`config.mk`:
```
export PLATFORM = sky130hd
export DESIGN_NAME = scfc_core
export DESIGN_NICKNAME = d
export VERILOG_FILES = /design/src/hdl/scfc_pkg.sv /design/src/hdl/scfc_core.sv
export SDC_FILE = /design/constraint.sdc
export NUM_CORES = 1
export LEC_CHECK = 0
export BUFFER_PORTS_ARGS = -buffer_cell sky130_fd_sc_hd__buf_4
export CORE_ASPECT_RATIO = 1.1
export CORE_MARGIN = 2
export CORE_UTILIZATION = 53
export CTS_CLUSTER_SIZE = 28
export DETAILED_ROUTE_END_ITERATION = 10
export GPL_TIMING_DRIVEN = 1
export PLACE_DENSITY = 0.76
export RECOVER_POWER = 100
export SLEW_MARGIN = 20
export SYNTH_ARGS = -nofsm -noshare
export SYNTH_HDL_FRONTEND = slang
export SYNTH_SLANG_ARGS = --single-unit
```
`constraint.sdc`:
```
create_clock -name clk -period 2 [get_ports clk]
set_input_delay 0.1 -clock clk [delete_from_list [all_inputs] [get_ports clk]]
set_output_delay 0.1 -clock clk [all_outputs]
set_load 0.05 [all_outputs]
```
`src/hdl/scfc_pkg.sv`:
```
// Package of shared constants and types for the serial command frame checker.
package scfc_pkg;

  localparam int unsigned HistDepth = 5;

  localparam logic [7:0] HDR_FIRST     = 8'h55;
  localparam logic [7:0] HDR_SECOND    = 8'hAA;
  localparam logic [7:0] STATION_RESET = 8'h1E;

  // One result beat as it leaves the frame logic.
  typedef struct packed {
    logic       payload_valid;
    logic [7:0] payload_index;
    logic       frame_done;
    logic       frame_ok;
    logic [7:0] command_byte;
  } scfc_result_t;

endpackage

```
`src/hdl/scfc_core.sv`:
```
// Frame tracking state and per-byte decode for the serial command frame checker.
module scfc_core (
  input  logic                  clk,
  input  logic                  rst_n,
  input  logic                  step,
  input  logic [7:0]            rx_byte,
  input  logic [7:0]            station_address,
  output scfc_pkg::scfc_result_t result
);

  logic [7:0] hist_r [scfc_pkg::HistDepth];
  logic       collecting_r, collecting_nxt;
  logic [7:0] frame_length_r, frame_length_nxt;
  logic [7:0] byte_offset_r, byte_offset_nxt;
  logic [7:0] running_sum_r, running_sum_nxt;
  logic [7:0] held_command_r, held_command_nxt;
  logic       match;

  assign match = (hist_r[4] == scfc_pkg::HDR_FIRST) &&
                 (hist_r[3] == scfc_pkg::HDR_SECOND) &&
                 (hist_r[2] == station_address) &&
                 (hist_r[0] != 8'h00);

  always_comb begin
    collecting_nxt   = collecting_r;
    frame_length_nxt = frame_length_r;
    byte_offset_nxt  = byte_offset_r;
    running_sum_nxt  = running_sum_r;
    held_command_nxt = held_command_r;
    result           = '0;
    if (collecting_r) begin
      if (byte_offset_r == frame_length_r) begin
        result.frame_done    = 1'b1;
        result.frame_ok      = (~running_sum_r == rx_byte);
        result.command_byte  = held_command_r;
        collecting_nxt       = 1'b0;
      end else begin
        result.payload_valid = 1'b1;
        result.payload_index = byte_offset_r;
        running_sum_nxt      = running_sum_r + rx_byte;
        byte_offset_nxt      = byte_offset_r + 8'd1;
      end
    end else if (match) begin
      // The byte after the length is the command, payload position zero.
      collecting_nxt       = 1'b1;
      frame_length_nxt     = hist_r[0];
      held_command_nxt     = rx_byte;
      running_sum_nxt      = rx_byte;
      byte_offset_nxt      = 8'd1;
      result.payload_valid = 1'b1;
    end
  end

  always_ff @(posedge clk) begin
    if (!rst_n) begin
      collecting_r   <= 1'b0;
      frame_length_r <= '0;
      byte_offset_r  <= '0;
      running_sum_r  <= '0;
      held_command_r <= '0;
      for (int k = 0; k < scfc_pkg::HistDepth; k++) begin
        hist_r[k] <= '0;
      end
    end else if (step) begin
      collecting_r   <= collecting_nxt;
      frame_length_r <= frame_length_nxt;
      byte_offset_r  <= byte_offset_nxt;
      running_sum_r  <= running_sum_nxt;
      held_command_r <= held_command_nxt;
      hist_r[0]      <= rx_byte;
      for (int k = 1; k < scfc_pkg::HistDepth; k++) begin
        hist_r[k] <= hist_r[k-1];
      end
    end
  end

endmodule

```
==> out/results.txt <==
Status - complete, but fails checks
Violated checks - negative setup slack
Mapped Cells - 353
Area contributors post-synth - edfxtp_1 33%, dfxtp_1 18%, and3_1 9.1%
DR vias/cell - 6.20
Area after DPL - 4110 um2
Register Area - 1880 um2
Max Clock Freq - 440 MHz
RSZ-0062 raised after global routing - true
WHS - 0.0424 ns
Max rail drop VDD - 0.000480 V
CTS sink cnt - 73
Total grt overflow - 0
CP Capture Type - output port
Initial antenna violation count - 0
Worst Path Required - 1.90 ns
H-tree depth - 3
# setup viols final - 50
Worst slack, placed - -0.208 ns
Final hold violation count - 0
CP peak stage delay - 0.55 ns
Wire per inst - 19.3 um
CP Class - reg -> out
Gpl congestion - 0.897
R2R Path Start - hist_r[0][5]$_SDFFCE_PN0P_
Post-Syn Area - 3590 um2
Largest net degree at the start of global routing - 39
GRT Total Usage - 25.9%
DRC errors left - 0
Setup_tns - -5.23 ns
Ports - 38
Yosys cell types - 45
Async set-reset flop share out of synthesis - 0%
Area grow syn2layout - 34.8%
CTS buffer count - 9
Initial DRC count - 293
Row count - 31
Final antenna-violating net count - 0
Slew margin rel. - 19.2%
Critical Path Start Type - register
Beginning of the critical path - hist_r[0][5]$_SDFFCE_PN0P_
CTS Buffer Depth - 2
Cells along the critical path - or4_4, o211ai_1, nor4_4, buf_4, or2_4, buf_8
Post-synth EDFFs - 40
First-pass GRT wire length - 14800 um
Diode count - 0
Hold Path Class - in -> reg
Worst-skew pair later-pin latency - 0.36 ns
Commonest non-fill, non-tap cell in the layout - and3_1
Final worst-path cycle share - 114%
Total of max-cap violations - 0
Register area share after synthesis - 51.8%
Die ar. - 7450 um2
Share of layout cells above drive strength 1 - 35.6%
Max Slew Vio Count - 0
Fill cells - 422
Dpl hpwl - 5770 um
CTS tree - done
Placeable Area - 6560 um2
Top FF cell, synth - edfxtp_1
Worst Skew - 0.0114 ns
Yosys top cell by area - edfxtp_1
Multi-input logic area - 1870 um2
Critical path's slowest cell - or4_4
#FFs+latches synth - 73
Min cycle time layout - 2.27 ns
Initial Util - 54.8%
Root buf cell - clkbuf_8
Syn_nets - 381
Yosys warns - 0
Vias in the first global route - 3046
Overall die height - 90.3 um
Post-route cell area - 4840 um2
Top-area cell type share of the netlist area - 33.4%
Most frequent cells in the layout - 43 x and3_1, 40 x buf_4, 40 x edfxtp_1
Die W - 82.5 um
Critical path arrival - 2.17 ns
Clock transition at path regs - 0.07 ns
WL final - 9680 um
Worst-Margin Slew - 1.21 ns
Drt first pass iters - 5
Critical Path Fanout Max - 2
Nets - 442
Cell Pwr Density - 672 nW/um2
Mapped Avg Cell Area - 10.2 um2
PnR worst setup slack - -0.271 ns
Hold path start - rx_byte[0]
Leakage power - 1.97 nW
DR vias - 3104
IO buf count - 37
kinds of logic (layout without fill, tap and decap cells):
group,after synthesis,count (layout),synth area share (%)
adder cells (fa/ha/maj),9,9,3.34
buffers and inverters,32,97,4.04
AO/OA/AOI/OAI,62,63,10.9
multiplexers,4,4,1.11
AND/OR/NAND/NOR,155,155,24.3
XOR/XNOR,18,18,4.39
flip-flops,73,73,51.8
Yosys cell counts, types with 3 or more instances:
library cell / count
nand2_1: 29
and2_1: 8
ha_1: 8
and3_1: 52
nor3b_1: 3
nand4_1: 3
a21oi_1: 25
nand2b_1: 3
clkbuf_1: 18
nand3_1: 21
inv_1: 8
nor2_1: 11
xnor2_1: 17
a32o_1: 5
o21ai_0: 10
edfxtp_1: 40
a31oi_1: 3
nor2b_1: 3
nor3_1: 9
nor4bb_1: 3
dfxtp_1: 33
a211oi_1: 8
mux2i_1: 4
registers in the layout (all words and copies together), names as in the netlist:
signal	flops
byte_offset_r	8
collecting_r	1
frame_length_r	8
held_command_r	8
hist_r	40
running_sum_r	8
power by group:
group | switching, mW | internal [mW] | total (mW)
clock network | 0.551 | 0.830 | 1.38
logic | 0.120 | 0.0947 | 0.215
registers | 0.0240 | 1.63 | 1.66
total | 0.695 | 2.56 | 3.25
final cells by class:
cell class                      instances  share of cell area, %
Clock inverter                          5                   2.15
Multi-Input combinational cell        249                   38.6
Clock buffer                           11                   2.71
Timing Repair Buffer                   73                   15.0
Sequential cell                        73                   38.8
Tap cell                               82                   2.12
Inverter                                8                  0.620
worst paths after layout:
kind / to / slack (ns) / depth (start not counted)
worst max-delay path: result[18] / -0.27 / 6
worst min register to register: held_command_r[0]$_SDFFE_PN0P_ / 0.47 / 2
worst min-delay path: held_command_r[0]$_SDFFE_PN0P_ / 0.04 / 3
worst max register to register: byte_offset_r[2]$_SDFFE_PN0P_ / -0.23 / 8
worst max-delay path: cells and delay by family, from the launching register on:
kind | cells | cell delay, ns
buffers and inverters | 2 | 0.29
DFF | 1 | 0.40
and+or+nand+nor | 3 | 0.86
AOI/OAI and AO/OA | 1 | 0.28
metrics by stage:
step                util [%]  instances  total power, mW
finish                  73.9        501             3.25
global route            73.9        501             3.36
CTS                     71.4        501             3.26
detailed placement      62.6        478             1.90
global placement        62.6        478             1.89
floorplan                  -        353             1.79
timing repair:
action	CTS	global route
setup endpoints to repair	47	51
cloned	2	0
buffers inserted	5	0
resized for setup	79	42
hold buffers	0	0
pin swaps	18	26
layer usage:
layer	routed length [um]	up-vias	share of wire [%]	global-route usage, %
li1	-	1426	-	-
met4	341	0	3.5	9.56
met1	3820	1525	39	33.6
met3	611	33	6.3	6.40
met5	0	-	0	0
met2	4910	120	51	41.3
No activity file was read; power rests on OpenSTA's default activity.
